[src/rtl/moi_pkg.sv]
// Shared types, constants and tables for the mecanum odometry integrator.
package moi_pkg;

	localparam int CORDIC_STEPS_DEF = 16;
	localparam int ATAN_N = 30;

	localparam logic [23:0] SCALE_RESET = 24'd40960;

	// binary angle per mrad*ms, Q16
	localparam logic [33:0] ANG_PER_MRAD_MS = 34'd44798134;

	// 0.6072529 in Q30
	localparam logic [33:0] CORDIC_X0 = 34'd652032875;

	localparam logic [23:0] WZ_MAX = 24'h7FFFFF;
	localparam logic [23:0] WZ_MIN = 24'h800000;

	localparam int MAC_AW = 25;
	localparam int MAC_BW = 34;
	localparam int MAC_PW = MAC_AW + MAC_BW;
	localparam int ACC_W = 80;

	localparam int K_SHIFT = 20;
	localparam int T_SHIFT = 24;

	typedef enum logic [1:0] {
		MAC_LOAD,
		MAC_ADD,
		MAC_SUB
	} mac_mode_t;

	typedef enum logic [1:0] {
		SH_NONE,
		SH_K,
		SH_T
	} mac_shift_t;

	typedef struct packed {
		logic              en;
		mac_mode_t         mode;
		mac_shift_t        shift;
		logic [MAC_AW-1:0] a;
		logic [MAC_BW-1:0] b;
	} mac_op_t;

	typedef enum logic [4:0] {
		ST_IDLE,
		ST_WZ_MUL,
		ST_WZ_WAIT,
		ST_WZ_SAT,
		ST_P_MUL,
		ST_P_WAIT,
		ST_K_LO,
		ST_K_HI,
		ST_K_WAIT,
		ST_HEAD,
		ST_ROT_START,
		ST_ROT_WAIT,
		ST_X_A,
		ST_X_B,
		ST_X_WAIT,
		ST_X_TLO,
		ST_X_THI,
		ST_X_TWAIT,
		ST_X_DONE,
		ST_Y_A,
		ST_Y_B,
		ST_Y_WAIT,
		ST_Y_TLO,
		ST_Y_THI,
		ST_Y_TWAIT,
		ST_Y_DONE,
		ST_OUT
	} state_t;

	// atan(2^-i) as a binary angle, 2^32 per turn
	function automatic logic [33:0] atan_lut(input logic [4:0] idx);
		logic [33:0] v;
		case (idx)
			5'd0:  v = 34'h020000000;
			5'd1:  v = 34'h012E4051E;
			5'd2:  v = 34'h009FB385B;
			5'd3:  v = 34'h0051111D4;
			5'd4:  v = 34'h0028B0D43;
			5'd5:  v = 34'h00145D7E1;
			5'd6:  v = 34'h000A2F61E;
			5'd7:  v = 34'h000517C55;
			5'd8:  v = 34'h00028BE53;
			5'd9:  v = 34'h000145F2F;
			5'd10: v = 34'h0000A2F98;
			5'd11: v = 34'h0000517CC;
			5'd12: v = 34'h000028BE6;
			5'd13: v = 34'h0000145F3;
			5'd14: v = 34'h00000A2FA;
			5'd15: v = 34'h00000517D;
			5'd16: v = 34'h0000028BE;
			5'd17: v = 34'h00000145F;
			5'd18: v = 34'h000000A30;
			5'd19: v = 34'h000000518;
			5'd20: v = 34'h00000028C;
			5'd21: v = 34'h000000146;
			5'd22: v = 34'h0000000A3;
			5'd23: v = 34'h000000051;
			5'd24: v = 34'h000000029;
			5'd25: v = 34'h000000014;
			5'd26: v = 34'h00000000A;
			5'd27: v = 34'h000000005;
			5'd28: v = 34'h000000003;
			5'd29: v = 34'h000000001;
			default: v = 34'h000000000;
		endcase
		return v;
	endfunction

endpackage

[src/rtl/moi_mac.sv]
// Shared signed multiply-accumulate unit: registered product, then shifted accumulate.
module moi_mac (
	input  logic                          clk,
	input  logic                          arst_n,
	input  moi_pkg::mac_op_t              op,
	output logic [moi_pkg::ACC_W-1:0]     acc
);

	logic signed [moi_pkg::MAC_PW-1:0] prod_s1;
	logic                              en_s1;
	moi_pkg::mac_mode_t                mode_s1;
	moi_pkg::mac_shift_t               shift_s1;

	logic [moi_pkg::ACC_W-1:0] ext;
	logic [moi_pkg::ACC_W-1:0] term;
	logic [moi_pkg::ACC_W-1:0] acc_q;

	always_ff @(posedge clk or negedge arst_n) begin
		if (!arst_n) begin
			en_s1 <= 1'b0;
		end else begin
			en_s1 <= op.en;
		end
	end

	always_ff @(posedge clk) begin
		prod_s1  <= $signed(op.a) * $signed(op.b);
		mode_s1  <= op.mode;
		shift_s1 <= op.shift;
	end

	assign ext = {{(moi_pkg::ACC_W-moi_pkg::MAC_PW){prod_s1[moi_pkg::MAC_PW-1]}}, prod_s1};

	always_comb begin
		case (shift_s1)
			moi_pkg::SH_NONE: term = ext;
			moi_pkg::SH_K:    term = ext << moi_pkg::K_SHIFT;
			moi_pkg::SH_T:    term = ext << moi_pkg::T_SHIFT;
			default:          term = ext;
		endcase
	end

	always_ff @(posedge clk) begin
		if (en_s1) begin
			case (mode_s1)
				moi_pkg::MAC_LOAD: acc_q <= term;
				moi_pkg::MAC_ADD:  acc_q <= acc_q + term;
				moi_pkg::MAC_SUB:  acc_q <= acc_q - term;
				default:           acc_q <= term;
			endcase
		end
	end

	assign acc = acc_q;

endmodule

[src/rtl/moi_cordic.sv]
// Rotation-mode CORDIC, one iteration per cycle, for sine and cosine in Q30.
module moi_cordic #(
	parameter int STEPS = moi_pkg::CORDIC_STEPS_DEF
) (
	input  logic        clk,
	input  logic        arst_n,
	input  logic        start,
	input  logic [31:0] ang,
	output logic        done,
	output logic [33:0] cos_v,
	output logic [33:0] sin_v
);

	localparam int IW = (STEPS > 1) ? $clog2(STEPS) : 1;

	logic                 busy_q;
	logic                 done_q;
	logic                 flip_q;
	logic [IW-1:0]        i_q;
	logic signed [33:0]   x_q;
	logic signed [33:0]   y_q;
	logic signed [33:0]   z_q;

	logic                 flip;
	logic [31:0]          ang_rot;
	logic signed [33:0]   dx;
	logic signed [33:0]   dy;
	logic signed [33:0]   at;

	// heading outside the right half plane: turn by a half turn first
	assign flip    = ang[31] ^ ang[30];
	assign ang_rot = ang ^ {flip, 31'd0};

	assign dx = y_q >>> i_q;
	assign dy = x_q >>> i_q;
	assign at = $signed(moi_pkg::atan_lut(5'(i_q)));

	always_ff @(posedge clk or negedge arst_n) begin
		if (!arst_n) begin
			busy_q <= 1'b0;
			done_q <= 1'b0;
		end else begin
			done_q <= 1'b0;
			if (start) begin
				busy_q <= 1'b1;
			end else if (busy_q && (i_q == IW'(STEPS - 1))) begin
				busy_q <= 1'b0;
				done_q <= 1'b1;
			end
		end
	end

	always_ff @(posedge clk) begin
		if (start) begin
			x_q    <= $signed(moi_pkg::CORDIC_X0);
			y_q    <= '0;
			z_q    <= $signed({{2{ang_rot[31]}}, ang_rot});
			flip_q <= flip;
			i_q    <= '0;
		end else if (busy_q) begin
			if (!z_q[33]) begin
				x_q <= x_q - dx;
				y_q <= y_q + dy;
				z_q <= z_q - at;
			end else begin
				x_q <= x_q + dx;
				y_q <= y_q - dy;
				z_q <= z_q + at;
			end
			i_q <= i_q + 1'b1;
		end
	end

	assign done  = done_q;
	assign cos_v = flip_q ? -x_q : x_q;
	assign sin_v = flip_q ? -y_q : y_q;

endmodule

[src/rtl/mecanum_odometry_integrator_unit.sv]
// Mecanum wheel odometry integrator: body velocities, heading and world pose.
//
// Input stream s_*: one transfer per update. s_tuser selects clear (1) or
// update (0); s_tdata carries four wheel speeds and the time step. Output
// stream m_*: one result per input, pose, heading and body velocities.
// cfg_*: write of yaw_rate_scale, taken at any time, always ready; write it
// only while the block is idle.
//
// For an update, a shared 25x34 multiply-accumulate unit runs twelve
// products in sequence (yaw rate, rate times step, the heading step in two
// halves, four rotated velocity terms and four time-scaling halves), and
// the CORDIC unit runs between the heading step and the rotated terms.
// s_tready is high only while the sequencer is idle, so a new item is not
// taken until the previous one has been handed to the output register.
//
// A result sits in an output register until taken; the next item is taken
// and worked on meanwhile, and the sequencer holds its finished result until
// the register frees up. Reset zeroes the pose and heading, drops any pending
// result and restores yaw_rate_scale to its default.
module mecanum_odometry_integrator_unit #(
	parameter int CORDIC_STEPS = moi_pkg::CORDIC_STEPS_DEF
) (
	input  logic         clk,
	input  logic         arst_n,
	input  logic         s_tvalid,
	output logic         s_tready,
	// speed_left_front[15:0], speed_right_front[31:16], speed_left_rear[47:32],
	// speed_right_rear[63:48], step_ms[79:64]
	input  logic [79:0]  s_tdata,
	// func: 0 update, 1 clear
	input  logic         s_tuser,
	output logic         m_tvalid,
	input  logic         m_tready,
	// pos_x[47:0], pos_y[95:48], yaw[127:96], body_vx[143:128],
	// body_vy[159:144], body_wz[183:160]
	output logic [183:0] m_tdata,
	input  logic         cfg_valid,
	output logic         cfg_ready,
	input  logic [23:0]  cfg_data
);

	localparam int AW = moi_pkg::MAC_AW;
	localparam int BW = moi_pkg::MAC_BW;

	moi_pkg::state_t  state_q;
	moi_pkg::state_t  state_d;
	moi_pkg::mac_op_t mac_op;

	logic [moi_pkg::ACC_W-1:0] acc;

	logic [23:0]  scale_q;
	logic [47:0]  world_x_q;
	logic [47:0]  world_y_q;
	logic [31:0]  heading_q;
	logic [15:0]  vx_q;
	logic [15:0]  vy_q;
	logic [17:0]  ys_q;
	logic [15:0]  dt_q;
	logic [23:0]  wz_q;
	logic [39:0]  p_q;
	logic [48:0]  t_q;
	logic [33:0]  c_q;
	logic [33:0]  s_q;
	logic         m_valid_q;
	logic [183:0] m_data_q;

	logic         rot_start;
	logic         rot_done;
	logic [33:0]  rot_cos;
	logic [33:0]  rot_sin;

	logic [17:0]  w1;
	logic [17:0]  w2;
	logic [17:0]  w3;
	logic [17:0]  w4;
	logic [17:0]  sum_x;
	logic [17:0]  sum_y;
	logic [17:0]  sum_z;
	logic [47:0]  wz_full;
	logic         out_free;
	logic         out_write;

	assign w1 = {{2{s_tdata[15]}}, s_tdata[15:0]};
	assign w2 = {{2{s_tdata[31]}}, s_tdata[31:16]};
	assign w3 = {{2{s_tdata[47]}}, s_tdata[47:32]};
	assign w4 = {{2{s_tdata[63]}}, s_tdata[63:48]};

	assign sum_x = w1 + w2 + w3 + w4;
	assign sum_y = w2 + w3 - w1 - w4;
	assign sum_z = w2 + w4 - w1 - w3;

	assign wz_full  = acc[63:16];
	assign out_free = !m_valid_q || m_tready;
	assign out_write = (state_q == moi_pkg::ST_OUT) && out_free;

	assign s_tready  = (state_q == moi_pkg::ST_IDLE);
	assign cfg_ready = 1'b1;
	assign m_tvalid  = m_valid_q;
	assign m_tdata   = m_data_q;

	moi_mac u_mac (
		.clk    (clk),
		.arst_n (arst_n),
		.op     (mac_op),
		.acc    (acc)
	);

	moi_cordic #(
		.STEPS (CORDIC_STEPS)
	) u_cordic (
		.clk    (clk),
		.arst_n (arst_n),
		.start  (rot_start),
		.ang    (heading_q),
		.done   (rot_done),
		.cos_v  (rot_cos),
		.sin_v  (rot_sin)
	);

	always_ff @(posedge clk or negedge arst_n) begin
		if (!arst_n) begin
			state_q <= moi_pkg::ST_IDLE;
		end else begin
			state_q <= state_d;
		end
	end

	always_comb begin
		state_d      = state_q;
		mac_op       = '0;
		mac_op.mode  = moi_pkg::MAC_LOAD;
		mac_op.shift = moi_pkg::SH_NONE;
		rot_start    = 1'b0;
		case (state_q)
			moi_pkg::ST_IDLE: begin
				if (s_tvalid) begin
					state_d = s_tuser ? moi_pkg::ST_OUT : moi_pkg::ST_WZ_MUL;
				end
			end
			moi_pkg::ST_WZ_MUL: begin
				mac_op.en = 1'b1;
				mac_op.a  = AW'($signed(ys_q));
				mac_op.b  = BW'(scale_q);
				state_d   = moi_pkg::ST_WZ_WAIT;
			end
			moi_pkg::ST_WZ_WAIT: state_d = moi_pkg::ST_WZ_SAT;
			moi_pkg::ST_WZ_SAT:  state_d = moi_pkg::ST_P_MUL;
			moi_pkg::ST_P_MUL: begin
				mac_op.en = 1'b1;
				mac_op.a  = AW'($signed(wz_q));
				mac_op.b  = BW'(dt_q);
				state_d   = moi_pkg::ST_P_WAIT;
			end
			moi_pkg::ST_P_WAIT: state_d = moi_pkg::ST_K_LO;
			moi_pkg::ST_K_LO: begin
				// heading step split as low 20 bits unsigned plus signed high part
				mac_op.en = 1'b1;
				mac_op.a  = AW'(acc[19:0]);
				mac_op.b  = moi_pkg::ANG_PER_MRAD_MS;
				state_d   = moi_pkg::ST_K_HI;
			end
			moi_pkg::ST_K_HI: begin
				mac_op.en    = 1'b1;
				mac_op.mode  = moi_pkg::MAC_ADD;
				mac_op.shift = moi_pkg::SH_K;
				mac_op.a     = AW'($signed(p_q[39:20]));
				mac_op.b     = moi_pkg::ANG_PER_MRAD_MS;
				state_d      = moi_pkg::ST_K_WAIT;
			end
			moi_pkg::ST_K_WAIT:    state_d = moi_pkg::ST_HEAD;
			moi_pkg::ST_HEAD:      state_d = moi_pkg::ST_ROT_START;
			moi_pkg::ST_ROT_START: begin
				rot_start = 1'b1;
				state_d   = moi_pkg::ST_ROT_WAIT;
			end
			moi_pkg::ST_ROT_WAIT: begin
				if (rot_done) begin
					state_d = moi_pkg::ST_X_A;
				end
			end
			moi_pkg::ST_X_A: begin
				mac_op.en = 1'b1;
				mac_op.a  = AW'($signed(vx_q));
				mac_op.b  = c_q;
				state_d   = moi_pkg::ST_X_B;
			end
			moi_pkg::ST_X_B: begin
				mac_op.en   = 1'b1;
				mac_op.mode = moi_pkg::MAC_SUB;
				mac_op.a    = AW'($signed(vy_q));
				mac_op.b    = s_q;
				state_d     = moi_pkg::ST_X_WAIT;
			end
			moi_pkg::ST_X_WAIT: state_d = moi_pkg::ST_X_TLO;
			moi_pkg::ST_X_TLO: begin
				mac_op.en = 1'b1;
				mac_op.a  = AW'(acc[23:0]);
				mac_op.b  = BW'(dt_q);
				state_d   = moi_pkg::ST_X_THI;
			end
			moi_pkg::ST_X_THI: begin
				mac_op.en    = 1'b1;
				mac_op.mode  = moi_pkg::MAC_ADD;
				mac_op.shift = moi_pkg::SH_T;
				mac_op.a     = t_q[48:24];
				mac_op.b     = BW'(dt_q);
				state_d      = moi_pkg::ST_X_TWAIT;
			end
			moi_pkg::ST_X_TWAIT: state_d = moi_pkg::ST_X_DONE;
			moi_pkg::ST_X_DONE:  state_d = moi_pkg::ST_Y_A;
			moi_pkg::ST_Y_A: begin
				mac_op.en = 1'b1;
				mac_op.a  = AW'($signed(vx_q));
				mac_op.b  = s_q;
				state_d   = moi_pkg::ST_Y_B;
			end
			moi_pkg::ST_Y_B: begin
				mac_op.en   = 1'b1;
				mac_op.mode = moi_pkg::MAC_ADD;
				mac_op.a    = AW'($signed(vy_q));
				mac_op.b    = c_q;
				state_d     = moi_pkg::ST_Y_WAIT;
			end
			moi_pkg::ST_Y_WAIT: state_d = moi_pkg::ST_Y_TLO;
			moi_pkg::ST_Y_TLO: begin
				mac_op.en = 1'b1;
				mac_op.a  = AW'(acc[23:0]);
				mac_op.b  = BW'(dt_q);
				state_d   = moi_pkg::ST_Y_THI;
			end
			moi_pkg::ST_Y_THI: begin
				mac_op.en    = 1'b1;
				mac_op.mode  = moi_pkg::MAC_ADD;
				mac_op.shift = moi_pkg::SH_T;
				mac_op.a     = t_q[48:24];
				mac_op.b     = BW'(dt_q);
				state_d      = moi_pkg::ST_Y_TWAIT;
			end
			moi_pkg::ST_Y_TWAIT: state_d = moi_pkg::ST_Y_DONE;
			moi_pkg::ST_Y_DONE:  state_d = moi_pkg::ST_OUT;
			moi_pkg::ST_OUT: begin
				if (out_free) begin
					state_d = moi_pkg::ST_IDLE;
				end
			end
			default: state_d = moi_pkg::ST_IDLE;
		endcase
	end

	// configuration register and pose state
	always_ff @(posedge clk or negedge arst_n) begin
		if (!arst_n) begin
			scale_q   <= moi_pkg::SCALE_RESET;
			world_x_q <= '0;
			world_y_q <= '0;
			heading_q <= '0;
		end else begin
			if (cfg_valid) begin
				scale_q <= cfg_data;
			end
			case (state_q)
				moi_pkg::ST_IDLE: begin
					if (s_tvalid && s_tuser) begin
						world_x_q <= '0;
						world_y_q <= '0;
						heading_q <= '0;
					end
				end
				moi_pkg::ST_HEAD:   heading_q <= heading_q + acc[47:16];
				moi_pkg::ST_X_DONE: world_x_q <= world_x_q + acc[77:30];
				moi_pkg::ST_Y_DONE: world_y_q <= world_y_q + acc[77:30];
				default: ;
			endcase
		end
	end

	// working registers of the sequencer
	always_ff @(posedge clk) begin
		case (state_q)
			moi_pkg::ST_IDLE: begin
				if (s_tvalid) begin
					if (s_tuser) begin
						vx_q <= '0;
						vy_q <= '0;
						wz_q <= '0;
					end else begin
						vx_q <= sum_x[17:2];
						vy_q <= sum_y[17:2];
					end
					ys_q <= sum_z;
					dt_q <= s_tdata[79:64];
				end
			end
			moi_pkg::ST_WZ_SAT: begin
				// saturate the yaw rate to 24 bits
				if (!wz_full[47] && (|wz_full[46:23])) begin
					wz_q <= moi_pkg::WZ_MAX;
				end else if (wz_full[47] && !(&wz_full[46:23])) begin
					wz_q <= moi_pkg::WZ_MIN;
				end else begin
					wz_q <= wz_full[23:0];
				end
			end
			moi_pkg::ST_K_LO:  p_q <= acc[39:0];
			moi_pkg::ST_ROT_WAIT: begin
				if (rot_done) begin
					c_q <= rot_cos;
					s_q <= rot_sin;
				end
			end
			moi_pkg::ST_X_TLO: t_q <= acc[48:0];
			moi_pkg::ST_Y_TLO: t_q <= acc[48:0];
			default: ;
		endcase
	end

	// output register: load a finished result, drop it when transferred
	always_ff @(posedge clk or negedge arst_n) begin
		if (!arst_n) begin
			m_valid_q <= 1'b0;
		end else if (out_write) begin
			m_valid_q <= 1'b1;
		end else if (m_tready) begin
			m_valid_q <= 1'b0;
		end
	end

	always_ff @(posedge clk) begin
		if (out_write) begin
			m_data_q <= {wz_q, vy_q, vx_q, heading_q, world_y_q, world_x_q};
		end
	end

endmodule
[config.mk]
export PLATFORM = sky130hd
export DESIGN_NAME = mecanum_odometry_integrator_unit
export DESIGN_NICKNAME = d
export VERILOG_FILES = /design/src/rtl/moi_pkg.sv /design/src/rtl/moi_mac.sv /design/src/rtl/moi_cordic.sv /design/src/rtl/mecanum_odometry_integrator_unit.sv
export SDC_FILE = /design/constraint.sdc
export NUM_CORES = 2
export LEC_CHECK = 0
export ABC_AREA = 1
export BUFFER_PORTS_ARGS = -buffer_cell sky130_fd_sc_hd__buf_4
export CAP_MARGIN = 20
export CORE_MARGIN = 4
export CORE_UTILIZATION = 55
export CTS_CLUSTER_DIAMETER = 150
export CTS_CLUSTER_SIZE = 28
export DETAILED_ROUTE_END_ITERATION = 6
export HOLD_SLACK_MARGIN = 0.06
export PLACE_DENSITY = 0.73
export SLEW_MARGIN = 0
export SYNTH_ARGS = -nofsm -noshare
export SYNTH_HDL_FRONTEND = slang
export SYNTH_SLANG_ARGS = --single-unit
[constraint.sdc]
create_clock -name clk -period 10.8 [get_ports clk]
set_clock_uncertainty 0.15 [all_clocks]
set_input_delay 0.54 -clock clk [delete_from_list [all_inputs] [get_ports clk]]
set_output_delay 0.54 -clock clk [all_outputs]
set_load 0.01 [all_outputs]
==> metrics.md <==
| Metric | Value |
|---|---|
| Outcome | finished, violations left |
| Violations in the final reports | DRC |
| Reg2reg start | state_q[4]$_DFFE_PN0P_ |
| Maximum level of the CTS H-tree | 2 |
| GRT Max-Usage Layer | met2 |
| Seq/Total Area, Yosys | 24.3% |
| Total Nets Final | 13600 |
| Most common cell on crit path | inv_1 |
| First-pass GRT wire length | 531000 µm |
| Total clock buffers created by CTS | 41 |
| Final max-slew violation count | 0 |
| Largest delay contributor family on the critical path | adder cells |
| Overflow left after global routing | 0 |
| Post-synthesis cell type with the largest combined area | fa_1 |
| Count of input and output buffers | 295 |
| Number of global-route vias before repair | 83700 |
| Number of clock sinks | 826 |
| Clock latency reported for the late side of the worst-skew pair | 0.75 ns |
| RSZ-0062 raised after global routing | no |
| Starting Density | 55.6% |
| Slowest cell on the critical path | dfrtp_1 |
| Top-Level Pins | 297 |
| Antenna violations before repair | 21 |
| Total vias in the final route | 84700 |
| Most instantiated flip-flop cell in the synthesis netlist | edfxtp_1 |
| Slew of the pin with the lowest slew margin | 1.25 ns |
| Final RePlAce weighted congestion | 1.05 |
| Mean Syn Cell Area | 7.81 µm² |
| Buffering stage count on the worst path with inverters included | 9 |
| Worst Setup Start Kind | flop |
| Final worst path period share | 94.4% |
| Netlist area before placement | 92100 µm² |
| Hold path startpoint | s_tdata[17] |
| Critical path start-end classification | flop to flop |
| Max-slew headroom | 16.7% |
| Cells after Synth | 11800 |
| Share of synthesized registers carrying an async set or reset | 19.5% |
| Clock-pin slew on the worst setup and hold paths | 0.12 ns |
| Largest net degree at the start of global routing | 83 |
| Count of max-cap constraint violations | 0 |
| Global-route track usage on met3 | 9.67% |
| Crit. Startpoint | state_q[4]$_DFFE_PN0P_ |
| Met1 GRT Util | 53.5% |
| Routed WL per cell | 25.3 µm |
| Post-detailed-placement half-perimeter wirelength | 294000 µm |
| Detailed-route wire length | 360000 µm |
| Number of rows in the core area | 149 |
| Vias per cell | 5.94 |
| Number of library cell types mapped by synthesis | 80 |
| Area share of the largest cell type after synthesis | 21.1% |
| Crit path capture type | flop |
| GR met2 Demand/Resource | 62.3% |
| Antenna viol nets, final | 0 |
| Clk buf depth | 3 |
| Final Hold Fails | 0 |
| First drt pass iteration count | 7 |
| Ranking of synthesized cells by area | fa_1 21%, edfxtp_1 16%, nand2_1 9.6%, inv_1 9.3%, ha_1 7.2% |
| Vertical extent of the die | 417 µm |
| DRC Markers | 22 |
| Setup violators final | 0 |
| Total die area | 174000 µm² |
| Cell chosen for the clock root | clkbuf_16 |
| Overall Global Routing Usage | 40.8% |
| Number of warning messages in the yosys log | 0 |
| First-iteration detailed-routing DRC count | 10300 |
| Number of synthesized flops with an enable pin | 500 |
| Critical-path maximum fanout | 17 |
| Maximum clock frequency | 98.0 MHz |
| Net Count, Synth | 13400 |
| Number of synthesized register bits | 826 |
| TritonCTS clock tree | yes |
| Core footprint | 166000 µm² |
| Worst path arrival time | 10.68 ns |
| Required time at the worst-slack endpoint | 11.28 ns |
| Area Overhead vs Synth | 7.27% |
| Critical path's largest stage delay | 0.74 ns |
| Worst min-delay path class | primary input to flop |
| Share of post-route cells with drive strength above 1 | 5.69% |
| Accumulated negative setup slack | 0 ns |
| Min cycle time layout | 10.20 ns |
| Horiz. Die Dim | 417 µm |
## layout by cell type (no fill, tap or decap), types with 15 or more instances in the layout
| cell | Yosys | final |
|---|---|---|
| a21o_1 | 58 | 58 |
| edfxtp_1 | 500 | 500 |
| diode_2 | 0 | 19 |
| nor3_1 | 125 | 124 |
| o21a_1 | 43 | 42 |
| o22ai_1 | 29 | 29 |
| nand4_1 | 74 | 74 |
| a21oi_1 | 760 | 759 |
| inv_1 | 2279 | 2276 |
| nand3_1 | 566 | 566 |
| nor2_1 | 1063 | 1055 |
| a211oi_1 | 15 | 15 |
| a221oi_1 | 27 | 21 |
| or2_2 | 61 | 61 |
| a21boi_0 | 24 | 24 |
| nand2_1 | 2367 | 2366 |
| clkbuf_1 | 177 | 19 |
| o21ai_0 | 660 | 660 |
| o21ai_1 | 27 | 26 |
| dfrtp_1 | 159 | 157 |
| ha_1 | 527 | 527 |
| dfxtp_1 | 165 | 162 |
| inv_2 | 12 | 16 |
| o221ai_1 | 51 | 51 |
| xor2_1 | 302 | 302 |
| nor4_1 | 48 | 48 |
| a31oi_1 | 88 | 88 |
| clkbuf_16 | 0 | 41 |
| o21bai_1 | 26 | 26 |
| buf_4 | 5 | 450 |
| dlygate4sd3_1 | 0 | 35 |
| a22oi_1 | 28 | 28 |
| o211ai_1 | 47 | 47 |
| xnor2_1 | 148 | 148 |
| a22o_1 | 35 | 35 |
| o31ai_1 | 25 | 25 |
| fa_1 | 970 | 970 |
## final cells by class
class | instances | area, µm²
Tap cell | 2189 | 2740
Clock inverter | 16 | 314
Clock buffer | 60 | 1100
Multi-Input combinational cell | 8331 | 59700
Inverter | 2307 | 8660
Timing Repair Buffer | 493 | 3890
Antenna cell | 19 | 47.5
Sequential cell | 826 | 22400
Fill cell | 15200 | 66900
## path summary, 6_finish.rpt
check | cells past startpoint | end | slack (ns)
min in group asynchronous | 2 | world_y_q[10]$_DFFE_PN0P_ | 0.14
worst max register to register | 33 | u_mac.prod_s1[55]$_DFF_P_ | 0.60
worst max-delay path | 33 | u_mac.prod_s1[55]$_DFF_P_ | 0.60
worst min-delay path | 2 | ys_q[0]$_DFFE_PP_ | 0.09
worst min register to register | 0 | m_tdata[160]$_DFFE_PP_ | 0.32
max in group asynchronous | 4 | u_cordic.busy_q$_DFFE_PN0P_ | 8.08
## through the flow
stage               setup slack, ns  instances  util, %  hold WS, ns  cell area (µm²)
floorplan                      1.36      11800        -       0.0944            92100
global placement              0.810      14100     58.4        0.279            96900
detailed placement            0.794      14100     58.5        0.283            96900
CTS                           0.678      14200     59.5       0.0747            98700
global route                 0.0585      14200     59.6       0.0931            98800
finish                        0.600      14200     59.6       0.0878            98800
## routing by layer
layer | wire [µm] | vias to the layer above | share of wire [%]
li1 | - | 38000 | -
met1 | 140000 | 41000 | 39
met2 | 156000 | 4726 | 43
met3 | 39200 | 933 | 11
met4 | 24500 | 6 | 6.8
met5 | 39 | - | 0.011
## kinds of logic after synthesis
kind of cell / Yosys count / synth area share (%)
buf+inv: 2645 / 11.0
mux: 15 / 0.181
other cells: 1 / 0.00407
fa+ha+maj: 1497 / 28.2
xor+xnor: 450 / 4.28
compound gates: 1997 / 12.5
simple gates: 4371 / 19.5
flops: 826 / 24.3
## sequential cells by signal (all words and copies together), names as in the netlist, 30 cells and up
signal and count:
c_q 34, heading_q 32, m_tdata 184, s_q 34, u_cordic.at 30, u_cordic.x_q 34
u_cordic.y_q 34, u_cordic.z_q 34, u_mac.acc 78, u_mac.prod_s1 59, world_x_q 48, world_y_q 48
## worst reg2reg max path, delay by kind of cell, from the launching register on
family	cells	cell delay, ns
AO/OA/AOI/OAI	4	1.07
flip-flops	1	0.74
adder cells (fa/ha/maj)	8	3.97
XOR/XNOR	1	0.23
AND/OR/NAND/NOR	11	2.37
buffers and inverters	9	1.55
## synth_stat cells (27+ instances only)
library cell,number
nand2_1,2367
inv_1,2279
nor2_1,1063
fa_1,970
a21oi_1,760
o21ai_0,660
nand3_1,566
ha_1,527
edfxtp_1,500
xor2_1,302
clkbuf_1,177
dfxtp_1,165
dfrtp_1,159
xnor2_1,148
nor3_1,125
buf_2,116
a31oi_1,88
nand4_1,74
or2_2,61
a21o_1,58
o221ai_1,51
nor4_1,48
o211ai_1,47
o21a_1,43
a22o_1,35
buf_1,29
o22ai_1,29
a22oi_1,28
a221oi_1,27
o21ai_1,27
## what timing repair did
action	4_1_cts	5_1_grt
endpoints found under the setup margin	0	3
setup buffers	0	0
endpoints found under the hold margin	72	0
gates resized for setup	0	2
hold buffers	35	0
Power is not shown: default switching activity piles up to over one toggle a cycle in this logic, so the estimate is an artifact.
